<file path="config.mk">
export PLATFORM = sky130hd
export DESIGN_NAME = keyboard_scancode_fifo
export DESIGN_NICKNAME = d
export VERILOG_FILES = /design/src/kbsc_pkg.sv /design/src/kbsc_cell.sv /design/src/keyboard_scancode_fifo.sv
export VERILOG_INCLUDE_DIRS = /design/src /design/src/src
export SDC_FILE = /design/constraint.sdc
export NUM_CORES = 1
export LEC_CHECK = 0
export ABC_AREA = 1
export BUFFER_PORTS_ARGS = -buffer_cell sky130_fd_sc_hd__buf_2
export CAP_MARGIN = 15
export CORE_MARGIN = 3
export CORE_UTILIZATION = 40
export DETAILED_ROUTE_END_ITERATION = 6
export SYNTH_ARGS = -nofsm -noshare
export SYNTH_HDL_FRONTEND = slang
export SYNTH_SLANG_ARGS = --single-unit
</file>
<file path="constraint.sdc">
create_clock -name clk_i -period 2.5 [get_ports clk_i]
set_clock_uncertainty 0.2 [all_clocks]
set_input_delay 0.125 -clock clk_i [delete_from_list [all_inputs] [get_ports clk_i]]
set_output_delay 0.125 -clock clk_i [all_outputs]
set_load 0.05 [all_outputs]
</file>
<file path="src/keyboard_scancode_fifo_macros.svh">
// assertion helpers included by keyboard_scancode_fifo.sv
`ifndef KEYBOARD_SCANCODE_FIFO_MACROS_SVH
`define KEYBOARD_SCANCODE_FIFO_MACROS_SVH

// same-cycle implication, checked out of reset
`define KSF_ASSERT_NOW(label, ante, cons, msg) \
  label: assert property (@(posedge clk_i) disable iff (!rst_ni) (ante) |-> (cons)) \
    else $error(msg);

// next-cycle implication, checked out of reset
`define KSF_ASSERT_NEXT(label, ante, cons, msg) \
  label: assert property (@(posedge clk_i) disable iff (!rst_ni) (ante) |=> (cons)) \
    else $error(msg);

`endif

</file>
<file path="src/kbsc_pkg.sv">
package kbsc_pkg;

  localparam logic       ACT_BYTE    = 1'b0;
  localparam logic       ACT_READ    = 1'b1;
  localparam logic [7:0] PREFIX_BYTE = 8'hE0;
  localparam logic [7:0] PREFIX_HIGH = 8'hE0;  // upper byte of a prefixed 0xE0xx code

  typedef struct packed {
    logic       action;
    logic [7:0] scan_byte;
  } in_t;

  typedef struct packed {
    logic        buffer_empty;
    logic [15:0] key_code;
  } out_t;

  // stored code: prefix flag and raw byte
  typedef struct packed {
    logic       prefix;
    logic [7:0] code_byte;
  } entry_t;

  typedef struct packed {
    logic load_new;
    logic shift;
  } cell_ctl_t;

endpackage

</file>
<file path="src/kbsc_cell.sv">
module kbsc_cell (
  input  logic                clk_i,
  input  kbsc_pkg::cell_ctl_t ctl_i,
  input  kbsc_pkg::entry_t    new_entry_i,
  input  kbsc_pkg::entry_t    next_entry_i,
  output kbsc_pkg::entry_t    entry_o
);

  kbsc_pkg::entry_t entry_d, entry_q;

  // a pop moves the whole row one cell toward the head
  always_comb begin
    entry_d = entry_q;
    if (ctl_i.shift) begin
      entry_d = next_entry_i;
    end else if (ctl_i.load_new) begin
      entry_d = new_entry_i;
    end
  end

  always_ff @(posedge clk_i) begin
    entry_q <= entry_d;
  end

  assign entry_o = entry_q;

endmodule

</file>
<file path="src/keyboard_scancode_fifo.sv">
// a read result is registered and shows in the cycle after its transfer
// throughput: one item per cycle while the output side takes results
// storage is a row of DEPTH-1 cells; the head cell always holds the oldest code
// reset: occupancy count, prefix flag and output valid clear asynchronously;
// cell contents are left as they are and never read before being written
module keyboard_scancode_fifo #(
  parameter int unsigned DEPTH = 16
) (
  input  logic           clk_i,
  input  logic           rst_ni,
  input  kbsc_pkg::in_t  in_i,
  input  logic           in_valid_i,
  output logic           in_ready_o,
  output kbsc_pkg::out_t out_o,
  output logic           out_valid_o,
  input  logic           out_ready_i
);

  `include "keyboard_scancode_fifo_macros.svh"

  localparam int unsigned NumCells = DEPTH - 1;   // capacity is one less than DEPTH
  localparam int unsigned CntW     = $clog2(DEPTH);

  // handshake and decode
  logic in_fire, is_read, store_req, full, push, pop;

  // occupancy count stands in for write minus read index
  logic [CntW-1:0] count_d, count_q;
  logic            prefix_d, prefix_q;

  logic            out_valid_d, out_valid_q;
  kbsc_pkg::out_t  out_d, out_q;

  kbsc_pkg::entry_t new_entry;
  kbsc_pkg::entry_t entries [NumCells];

  // next item is taken whenever the result register is free or draining
  assign in_ready_o = !out_valid_q || out_ready_i;
  assign in_fire    = in_valid_i && in_ready_o;
  assign is_read    = (in_i.action == kbsc_pkg::ACT_READ);

  // a lone prefix byte only arms the flag; anything else is a code to store
  assign store_req = in_fire && !is_read &&
                     (prefix_q || (in_i.scan_byte != kbsc_pkg::PREFIX_BYTE));
  assign full      = (count_q == CntW'(NumCells));
  assign push      = store_req && !full;           // full buffer drops silently
  assign pop       = in_fire && is_read && (count_q != '0);

  assign new_entry = '{prefix: prefix_q, code_byte: in_i.scan_byte};

  always_comb begin
    count_d = count_q;
    if (push) begin
      count_d = count_q + CntW'(1);
    end else if (pop) begin
      count_d = count_q - CntW'(1);
    end
  end

  // any byte transfer consumes a pending prefix, even if its code is dropped
  always_comb begin
    prefix_d = prefix_q;
    if (in_fire && !is_read) begin
      prefix_d = !prefix_q && (in_i.scan_byte == kbsc_pkg::PREFIX_BYTE);
    end
  end

  // the cell row: new code lands in the first free cell, pop shifts all
  for (genvar i = 0; i < NumCells; i++) begin : g_cell
    kbsc_pkg::cell_ctl_t ctl;
    kbsc_pkg::entry_t    next_entry;

    assign ctl.load_new = push && (count_q == CntW'(i));
    assign ctl.shift    = pop;

    if (i == NumCells - 1) begin : g_tail
      assign next_entry = '0;
    end else begin : g_body
      assign next_entry = entries[i+1];
    end

    kbsc_cell u_cell (
      .clk_i        (clk_i),
      .ctl_i        (ctl),
      .new_entry_i  (new_entry),
      .next_entry_i (next_entry),
      .entry_o      (entries[i])
    );
  end

  // result register: a read on an empty buffer reports empty with a zero code
  always_comb begin
    out_valid_d = out_valid_q;
    out_d       = out_q;
    if (in_fire && is_read) begin
      out_valid_d = 1'b1;
      if (count_q == '0) begin
        out_d.buffer_empty = 1'b1;
        out_d.key_code     = '0;
      end else begin
        out_d.buffer_empty = 1'b0;
        out_d.key_code     = {(entries[0].prefix ? kbsc_pkg::PREFIX_HIGH : 8'h00),
                              entries[0].code_byte};
      end
    end else if (out_ready_i) begin
      out_valid_d = 1'b0;
    end
  end

  always_ff @(posedge clk_i or negedge rst_ni) begin
    if (!rst_ni) begin
      count_q     <= '0;
      prefix_q    <= 1'b0;
      out_valid_q <= 1'b0;
    end else begin
      count_q     <= count_d;
      prefix_q    <= prefix_d;
      out_valid_q <= out_valid_d;
    end
  end

  always_ff @(posedge clk_i) begin
    out_q <= out_d;
  end

  assign out_o       = out_q;
  assign out_valid_o = out_valid_q;

  // occupancy never passes the usable capacity
  `KSF_ASSERT_NOW(a_count_bound, 1'b1, count_q <= CntW'(NumCells), "count over capacity")
  // a stored code that fits grows the count by one
  `KSF_ASSERT_NEXT(a_push_grows, store_req && !full, count_q == $past(count_q) + CntW'(1), "push lost")
  // a read on a nonempty buffer shrinks the count by one
  `KSF_ASSERT_NEXT(a_pop_shrinks, pop, count_q == $past(count_q) - CntW'(1), "pop lost")
  // a read on an empty buffer yields an empty result with zero code
  `KSF_ASSERT_NEXT(a_empty_read, in_fire && is_read && (count_q == '0), out_valid_o && out_o.buffer_empty && (out_o.key_code == 16'h0000), "bad empty read")
  // push and pop never coincide
  `KSF_ASSERT_NOW(a_one_op, push, !pop, "push and pop together")

endmodule

</file>
# == Word-level counts from Yosys, hierarchy flattened ==
# Cells that the tools add are included.
# word_totals
elab_cells,134
reg_bits,158
ramBits,0
mem_bits_ro,0
mem_count,0
latchBits,0
out_inout_bits,19
# classes
shift,0
eq_ne,17
multipliers,0
div,0
muxes,34
reduce_logical,46
n_lt_le_gt_ge,0
add_sub_neg,2
bitwise_logic,0
# ops
op,count
$mux W9,28
$eq A4 B4 Y1 const B,8
$reduce_bool A2 Y1,16
$logic_and A1 B1 Y1,22
$mux W17,1
$eq A4 B3 Y1 const B,4
$eq A4 B2 Y1 const B,2
$eq A8 B8 Y1 const B,1
$mux W4,2
$mux W8,1
$ne A8 B8 Y1 const B,1
$add A4 B1 Y4 const B,1
$eq A4 B1 Y1 const B,1
$logic_not A1 Y1,4
$logic_not A4 Y1,1
$reduce_bool A4 Y1,1
$sub A4 B1 Y4 const B,1
$logic_or A1 B1 Y1,2
$mux W1,2

# == Depth between registers and ports, before layout ==
# Gate-level depths: netlist (run 1).
# depth
ltp_word,9
depth_mapped,12
depth_no_buf,11

# == Modules after synthesis ==
# A second synthesis (run 1) with hierarchy kept.
# unflattened
cells_unflattened,715
area_unflattened_um2,6971.7
# modules_own_cells
module,n_inst,cells_per_inst,area_each_um2
kbsc_cell,15,39,392.9
keyboard_scancode_fifo,1,130,1078.5

# == Worst setup path after synthesis (run 1) ==
# Ideal clock, no wire load.
# synth_path
path_type,reg2reg
start,"register out_valid_q, in the netlist out_valid_o"
end,"register g_cell[8].u_cell.entry_q (netlist bit g_cell[8].u_cell.entry_o[0]), enable pin"
t_arrival_ps,2188
path_buffers,1
stages_incl_launch_ff,7
slack_ps,-276
synth_period_minus_slack_ps,2776
t_required_ps,1913
setup_time_ps,387
cell_sequence,dfrtp_1 -> nand2_2 -> nand2_1 -> nor2_4 -> nand3_1 -> buf_2 -> o21ai_0
# synth_between
elab_chain_len,8
word_cells_on_any_way,10
classes_between,10 x reduce/logical
# synth_rtl
item,line_no,source
"start, declared",keyboard_scancode_fifo.sv:31,"logic out_valid_d, out_valid_q;"
"start signal, assigned",keyboard_scancode_fifo.sv:118,out_valid_q <= out_valid_d;
$logic_not A1 Y1 *,keyboard_scancode_fifo.sv:38,assign in_ready_o = !out_valid_q || out_ready_i;
$logic_or A1 B1 Y1 *,keyboard_scancode_fifo.sv:38,
net in_ready_o,keyboard_scancode_fifo.sv:13,"output logic in_ready_o,"
$logic_and A1 B1 Y1 *,keyboard_scancode_fifo.sv:39,assign in_fire = in_valid_i && in_ready_o;
$logic_and A1 B1 Y1 (2 in series),keyboard_scancode_fifo.sv:43,assign store_req = in_fire && !is_read &&
$logic_and A1 B1 Y1,keyboard_scancode_fifo.sv:46,assign push = store_req && !full;
$logic_and A1 B1 Y1,keyboard_scancode_fifo.sv:73,assign ctl.load_new = push && (count_q == CntW'(i));
$reduce_bool A2 Y1 (no source line) *,--,
"end signal, assigned",kbsc_cell.sv:22,entry_q <= entry_d;
"end, declared",kbsc_cell.sv:9,"kbsc_pkg::entry_t entry_d, entry_q;"
# The timed path passes the listed nets; every way through them passes the cells marked *.
# A chain may end at the register's enable or synchronous reset.

==> results.yml, run 1 <==
logic_synthesis:
  ys_ff_latch: 151
  avgSynthCellArea_um2: 10.7
  seq_area_frac_synth: 0.687
  synth.cell_area_um2: 6430
  synth.distinct_cells: 24
  yosysWarningCount: 0
  syn_inst: 603
clocking:
  postCtsResizedCells: 0
  cts_setup_buffers: 0
  cts_tree: "yes"
  htree_levels: 4
  clock_latency_ns: 0.42
  clkTransAtPathRegs_ns: 0.06
  clockRootBuffer: "clkbuf_16"
  ctsLongestPathBuffers: 2
  numCtsBuffers: 17
  cts_sinks: 151
global_route:
  grt_max_degree: 99
  grt.total_usage: 0.142
  grt_pass1_vias: 4005
  grt_overflow_total: 0
  antenna_found_initial: 0
  grt_first_pass_wirelength_um: 19700
critical_path:
  crit_arrival_ns: 2.24
  path_class: "flip-flop to flip-flop"
  rr_worst_depth: 7
  startpoint_type: "flip-flop"
  timing.rr.end: "g_cell[13].u_cell.entry_o[8]"
  rrSetupSlack_ns: 0.20
  slowest_delay_ns: 0.43
  r2r-start: "count_q[0]"
  crit_path_end: "g_cell[13].u_cell.entry_o[8]"
  required_ns: 2.44
  crit_path_start: "count_q[0]"
  cpMaxStageDelayCell: "dfrtp_1"
  worstPathMaxFanout: 25
  end_kind: "flip-flop"
  crit_chain: "inv_1 -> ha_1 -> nand2_2 -> nand3_2 -> buf_4 -> nand2_1 -> o21ai_0"
sta:
  slew_viol_final: 0
  rsz0062_at_grt: "false"
  period_share: 0.921
  timing.final.crit_period_ns: 2.30
  timing.hold.ws_ns: 0.0337
  hold_viol_final: 0
  setup_viol: 0
  max_freq_mhz: 434
  timing.setup.tns_ns: 0
floorplan:
  rows: 45
  start_util: 0.415
  fp.dieArea_um2: 17600
  io_pins: 32
  die_w_um: 133
  fp.coreArea_um2: 15500
  die_height_um: 133
place:
  dp_hpwl_um: 7630
  place_area_um2: 6750
  portBuffers: 26
  gp_congestion: 0.798
power_and_ir_drop:
  ir_drop_mv: 0.526
  p_leak_uw: 0.00316
  total_power_uw: 7060
  cellPowerDensity_nw_per_um2: 949
finish:
  layout_common_cells: "nand2_1, edfxtp_1, inv_1, nor2_1, buf_2"
  finalInstanceArea_um2: 7440
  fillCellCount: 1372
  layout-area-overhead-vs-synth_pct: 15.8
  antenna_cells: 0
  layout.core_utilization: 0.481
  nets: 669
  final_common_cell: "nand2_1"
  final_layout_size_suffix_gt1_frac: 0.140
detailed_routing:
  ant_nets: 0
  viasPerCell: 4.60
  wl_per_cell_um: 13.2
  drc: 0
  vias: 4024
  drt_first_pass_iters: 4
  finalWirelength_um: 11500
  drt_iter0_drc: 303
job:
  maxCapViolCount: 0
run_status:
  status: "completed"
min_path:
  hold_class: "input pin to flip-flop"
report_power, final:
| part | leakage, uW | internal [uW] | switching, uW |
|---|---|---|---|
| combinational | 0.00147 | 367 | 857 |
| sequential | 0.00142 | 3260 | 148 |
| clock | 0.000275 | 1460 | 971 |
| total | 0.00316 | 5090 | 1980 |
cell usage after synthesis:
library cell,number,area share
nand3_1,9,0.0070
nand3_2,1,0.0016
nand2_1,299,0.17
buf_6,4,0.0070
buf_2,3,0.0023
nand2_4,1,0.0018
dfrtp_1,6,0.023
ha_1,5,0.0097
conb_1,1,0.00058
nor2_4,2,0.0035
buf_4,29,0.034
nand2_2,3,0.0029
xnor2_1,1,0.0014
inv_1,36,0.021
nand4_4,1,0.0033
nor2_1,30,0.018
nor3_1,2,0.0016
edfxtp_1,136,0.64
o21ai_0,18,0.014
dfxtp_1,9,0.028
buf_8,1,0.0023
o21a_1,1,0.0012
xor2_1,4,0.0055
inv_2,1,0.00058
timing repair:
item | CTS | global route
endpoints found under the hold margin | 30 | 0
hold buffers | 13 | 0
setup endpoints to repair | 0 | 0
cell families (layout without fill, tap and decap cells):
group	Yosys count	after routing	synth area share
and+or+nand+nor	348	348	0.214
DFF	151	151	0.687
buffers and inverters	74	131	0.0672
AOI/OAI and AO/OA	19	19	0.0152
adders and majority gates	5	5	0.00973
xor gates and xnor gates	5	5	0.00681
other	1	5	0.000583
how the worst min path moves through the flow:
stage | startpoint | to | slack, ns | depth (start not counted)
finish | in_valid_i | prefix_q | 0.03 | 5
global route | in_valid_i | prefix_q | 0.06 | 5
CTS | in_valid_i | prefix_q | 0.02 | 5
detailed placement | rst_ni | count_q[1] | -0.24 | 1
global placement | rst_ni | count_q[1] | -0.24 | 1
floorplan | rst_ni | count_q[0] | -0.37 | 0
registers in the layout (all words and copies together) (netlist names):
name,cells
count_q,4
out_valid_o,1
prefix_q,1
out_o,10
g_cell.u_cell.entry_o,135
worst max-delay path: cells and delay by family (launching register included):
| family | cells | cell delay (ns) |
|---|---|---|
| and+or+nand+nor | 3 | 0.61 |
| AOI/OAI and AO/OA | 1 | 0.16 |
| DFF | 1 | 0.43 |
| buffers and inverters | 2 | 0.34 |
| adders and majority gates | 1 | 0.28 |
metrics by stage:
stage                     std cells  setup WS [ns]
after floorplan                 607         -0.108
after global placement          830          0.294
after detailed placement        830          0.189
after CTS                       875          0.186
after global routing            875         0.0113
final                           875          0.197
routing by layer:
metal  global-route usage  share of wire  up-vias  wire length [um]
met5                    0              0        -                 0
met4               0.0635          0.024        0               276
met3               0.0411          0.035       17               407
met2                0.239           0.51       72              5900
met1                0.170           0.43     1917              4960
li1                     -              -     2018                 -
final cells by class:
type | instances | area (um^2) | share of cell area
multi-input cells | 382 | 1620 | 0.217
clock inverters | 13 | 130 | 0.0175
flip-flops and latches | 151 | 4410 | 0.593
inverters | 37 | 139 | 0.0187
repair buffers | 62 | 445 | 0.0599
well taps | 211 | 264 | 0.0355
clock buffers | 19 | 433 | 0.0582
Note: power is estimated with default switching activity, not from simulation.
==> inputs of run 2 (changes only) <==
==> constraint.sdc (replaced) <==
create_clock -name clk_i -period 2.78 [get_ports clk_i]
set_clock_uncertainty 0.2 [all_clocks]
set_input_delay 0.139 -clock clk_i [delete_from_list [all_inputs] [get_ports clk_i]]
set_output_delay 0.139 -clock clk_i [all_outputs]
set_load 0.05 [all_outputs]
==> run 2 against run 1 <==
  * Register-to-register slack improved by 0.26 ns
  * Worst hold slack got worse by 0.014 ns
  * Maximum frequency decreased by 0.90%
  * Non-clock buffer count decreased by 6
  * Setup slack improved by 0.26 ns
  * Final cell count decreased by 0.69%
  * Combinational power decreased by 12%
  * Clock power decreased by 10%
  * Critical path depth increased by 2
  * Wire length decreased by 2.1%
  * Utilization decreased by 0.40 points
  * Sequential share of layout area increased by 0.49 points
==> results.yml, run 2 (synthesis results as in run 1) <==
run_status:
  status: "completed"
job:
  maxCapViolCount: 0
detailed_routing:
  drc: 0
  wl_per_cell_um: 13.0
  finalWirelength_um: 11300
  ant_nets: 0
  viasPerCell: 4.57
  drt_iter0_drc: 337
  vias: 3974
  drt_first_pass_iters: 4
clocking:
  clock_latency_ns: 0.42
  cts_sinks: 151
  clkTransAtPathRegs_ns: 0.06
  postCtsResizedCells: 0
  numCtsBuffers: 17
  holdBufCountCts: 13
  htree_levels: 4
  cts_setup_buffers: 0
  ctsLongestPathBuffers: 2
  cts_tree: "yes"
  clockRootBuffer: "clkbuf_16"
power_and_ir_drop:
  p_leak_uw: 0.00312
  ir_drop_mv: 0.500
  cellPowerDensity_nw_per_um2: 856
  total_power_uw: 6320
global_route:
  grt_max_degree: 116
  grt_first_pass_wirelength_um: 18900
  grt_overflow_total: 0
  antenna_found_initial: 0
  grt_pass1_vias: 3865
  grt.total_usage: 0.135
critical_path:
  crit_arrival_ns: 2.41
  required_ns: 2.86
  startpoint_type: "flip-flop"
  rrSetupSlack_ns: 0.46
  worstPathMaxFanout: 115
  path_class: "flip-flop to flip-flop"
  end_kind: "flip-flop"
finish:
  nets: 663
  largest_reg_flops: 135
  layout.core_utilization: 0.477
  fillCellCount: 1411
  layout_common_cells: "nand2_1, edfxtp_1, inv_1, nor2_1, buf_2"
  final_layout_size_suffix_gt1_frac: 0.125
  final_common_cell: "nand2_1"
  layout-area-overhead-vs-synth_pct: 14.8
  antenna_cells: 0
sta:
  hold_viol_final: 0
  worst_slack_ns: 0.456
  setup_viol: 0
  max_freq_mhz: 430
  timing.setup.tns_ns: 0
  period_share: 0.836
  rsz0062_at_grt: "false"
  slew_viol_final: 0
  timing.hold.ws_ns: 0.0194
  timing.final.crit_period_ns: 2.32
floorplan:
  die_height_um: 133
  fp.coreArea_um2: 15500
  io_pins: 32
  die_w_um: 133
  fp.dieArea_um2: 17600
  start_util: 0.415
  rows: 45
place:
  pre_cts_ws_ns: 0.442
  portBuffers: 26
  dp_hpwl_um: 7470
  gp_congestion: 0.791
min_path:
  hold_class: "input pin to flip-flop"
run 2: cell types whose count changed in the layout (fill, tap and decap cells not counted), sizes merged:
| cell | before | now |
|---|---|---|
| buf | 49 | 43 |
| clkinv | 7 | 8 |
| clkinvlp | 2 | 3 |
| inv | 39 | 37 |
run 2: layout make-up:
cell class                 instances  area, um^2  share of cell area
tap                              211         264              0.0358
sequential                       151        4410               0.598
multi-input combinational        382        1600               0.216
timing repair buffer              56         400              0.0543
inverter                          37         139              0.0188
clock inverter                    13         133              0.0180
clock buffer                      19         433              0.0587
run 2: where the power goes:
part	internal [uW]	switching (uW)	total, uW
Combinational	315	760	1070
Clock	1310	868	2180
Sequential	2930	131	3060
run 2: worst max-delay path, stage by stage, from the launching register on:
cell	delay [ns]
dfrtp_1	0.43
inv_1	0.12
ha_1	0.27
nand2_2	0.12
nand3_2	0.10
buf_4	0.19
inv_2	0.12
buf_12	0.40
nand2_1	0.11
nand2_1	0.10
run 2: path summary, 6_finish.rpt:
| check | startpoint | endpoint | cells after the start |
|---|---|---|---|
| setup / recovery | count_q[0] | g_cell[0].u_cell.entry_o[5] | 9 |
| hold / removal | in_valid_i | prefix_q | 4 |
| setup reg to reg | count_q[0] | g_cell[0].u_cell.entry_o[5] | 9 |
| hold reg to reg | g_cell[13].u_cell.entry_o[4] | g_cell[12].u_cell.entry_o[4] | 2 |
| max in group asynchronous | rst_ni | out_valid_o | 3 |
| min in group asynchronous | rst_ni | count_q[3] | 3 |
run 2: per-stage QoR:
step | instance area, um^2 | std cells
floorplan | 6440 | 607
finish | 7380 | 869
detailed placement | 6680 | 824
global route | 7380 | 869
global placement | 6680 | 824
CTS | 7380 | 869
run 2: per-layer routing:
| metal | up-vias | wire (um) | track usage |
|---|---|---|---|
| li1 | 2009 | - | - |
| met1 | 1891 | 5170 | 0.170 |
| met2 | 60 | 5600 | 0.224 |
| met3 | 14 | 347 | 0.0376 |
| met4 | 0 | 168 | 0.0502 |
| met5 | - | 0 | 0 |
==> inputs of run 3 (changes only) <==
==> constraint.sdc (replaced) <==
create_clock -name clk_i -period 2.3 [get_ports clk_i]
set_clock_uncertainty 0.2 [all_clocks]
set_input_delay 0.115 -clock clk_i [delete_from_list [all_inputs] [get_ports clk_i]]
set_output_delay 0.115 -clock clk_i [all_outputs]
set_load 0.05 [all_outputs]
==> run 3 against run 2 <==
  * Non-clock buffer count grew 10
  * First-iteration DRC count is 25% lower
  * Critical path depth decreased by 3
  * Final cell count is 1.2% higher
  * Wire length rose by 4.1%
  * Critical endpoint is now g_cell[10].u_cell.entry_o[0]
==> results.yml, run 3 (synthesis results as in run 1) <==
run_status:
  status: "completed"
finish:
  instances_no_fill: 879
  final_common_cell: "nand2_1"
  finalInstanceArea_um2: 7490
  layout_common_cells: "nand2_1, edfxtp_1, inv_1, nor2_1, buf_2"
  largest_reg_flops: 135
  antenna_cells: 0
  nets: 673
  final_layout_size_suffix_gt1_frac: 0.142
  layout-area-overhead-vs-synth_pct: 16.5
clocking:
  cts_sinks: 151
  htree_levels: 4
  clockRootBuffer: "clkbuf_16"
  ctsLongestPathBuffers: 2
  clock_latency_ns: 0.42
  cts_tree: "yes"
  clkTransAtPathRegs_ns: 0.06
  numCtsBuffers: 17
  cts_setup_buffers: 0
place:
  portBuffers: 26
  place_area_um2: 6790
  dp.cells: 833
  dp_hpwl_um: 7690
  gp_congestion: 0.797
global_route:
  grt_max_degree: 66
  antenna_found_initial: 0
  use_met3: 0.0354
  met2_usage: 0.244
  grt_pass1_vias: 3999
  met1_usage: 0.170
  grt_overflow_total: 0
  busiest_layer: "met2"
  grt_first_pass_wirelength_um: 19700
  grt.total_usage: 0.142
power_and_ir_drop:
  total_power_uw: 7690
  cellPowerDensity_nw_per_um2: 1030
  p_leak_uw: 0.00318
  ir_drop_mv: 0.540
critical_path:
  end_kind: "flip-flop"
  startpoint_type: "flip-flop"
  path_class: "flip-flop to flip-flop"
  cpMaxStageDelayCell: "dfrtp_1"
  slowest_delay_ns: 0.44
  crit_arrival_ns: 2.03
  required_ns: 2.16
  crit_chain: "inv_1 -> ha_1 -> nand2_2 -> nand3_2 -> buf_4 -> nand2_1"
  worstPathMaxFanout: 9
sta:
  timing.setup.tns_ns: 0
  max_freq_mhz: 461
  period_share: 0.943
  slew_viol_final: 0
  timing.final.crit_period_ns: 2.17
  hold_viol_final: 0
  rsz0062_at_grt: "false"
  timing.hold.ws_ns: 0.301
  setup_viol: 0
floorplan:
  fp.dieArea_um2: 17600
  rows: 45
  die_w_um: 133
  die_height_um: 133
  start_util: 0.415
  fp.coreArea_um2: 15500
  io_pins: 32
detailed_routing:
  viasPerCell: 4.58
  wl_per_cell_um: 13.4
  ant_nets: 0
  drt_iter0_drc: 253
  vias: 4029
  drt_first_pass_iters: 5
  drc: 0
  finalWirelength_um: 11800
min_path:
  hold_class: "flip-flop to flip-flop"
job:
  maxCapViolCount: 0
[run 3: cell count changes in the layout (fill, tap and decap cells not counted), moves of 5 or more]
cell	previous run	this run
buf_4	16	23
o21ai_2	0	5
clkbuf_1	2	10
o21ai_0	18	10
nand2_1	299	294
[run 3: final timing paths]
path	start	endpoint	slack, ns	cells after the start
max	count_q[0]	g_cell[10].u_cell.entry_o[0]	0.13	6
min	g_cell[10].u_cell.entry_o[6]	g_cell[9].u_cell.entry_o[6]	0.30	2
max reg2reg	count_q[0]	g_cell[10].u_cell.entry_o[0]	0.13	6
min reg2reg	g_cell[10].u_cell.entry_o[6]	g_cell[9].u_cell.entry_o[6]	0.30	2
max in group asynchronous	rst_ni	out_valid_o	1.22	3
min in group asynchronous	rst_ni	count_q[3]	0.43	3
[run 3: repair_timing]
item,CTS,global route
gates cloned,0,0
resized for setup,1,6
endpoints found under the setup margin,9,88
hold endpoints to repair,46,0
hold buffers,14,0
[run 3: critical path, delay by kind of cell (launching register included)]
family | cells | cell delay, ns
and+or+nand+nor | 3 | 0.60
DFF | 1 | 0.44
buffers and inverters | 2 | 0.33
adders and majority gates | 1 | 0.24
[run 3: report_power, final]
group          internal, uW  switching [uW]
registers              3550             157
logic                   441             960
clock network          1590             991
[run 3: area by class of cell]
type | instances | area (um^2)
well taps | 211 | 264
clock inverters | 5 | 75.1
flip-flops and latches | 151 | 4420
inverters | 37 | 139
clock buffers | 27 | 463
repair buffers | 66 | 494
fillers | 1406 | 8000
multi-input cells | 382 | 1640
[run 3: through the flow]
stage / setup WS (ns) / utilization
after CTS: 0.00170 / 0.482
final: 0.131 / 0.484
after global placement: 0.0848 / 0.438
after detailed placement: 0.0130 / 0.438
after floorplan: 0.0149 / -
after global routing: 0.0205 / 0.484
[run 3: metal layers]
| metal | vias to the layer above | part of all wire |
|---|---|---|
| met3 | 8 | 0.035 |
| li1 | 2031 | - |
| met4 | 0 | 0.011 |
| met1 | 1931 | 0.46 |
| met2 | 59 | 0.50 |
| met5 | - | 0 |
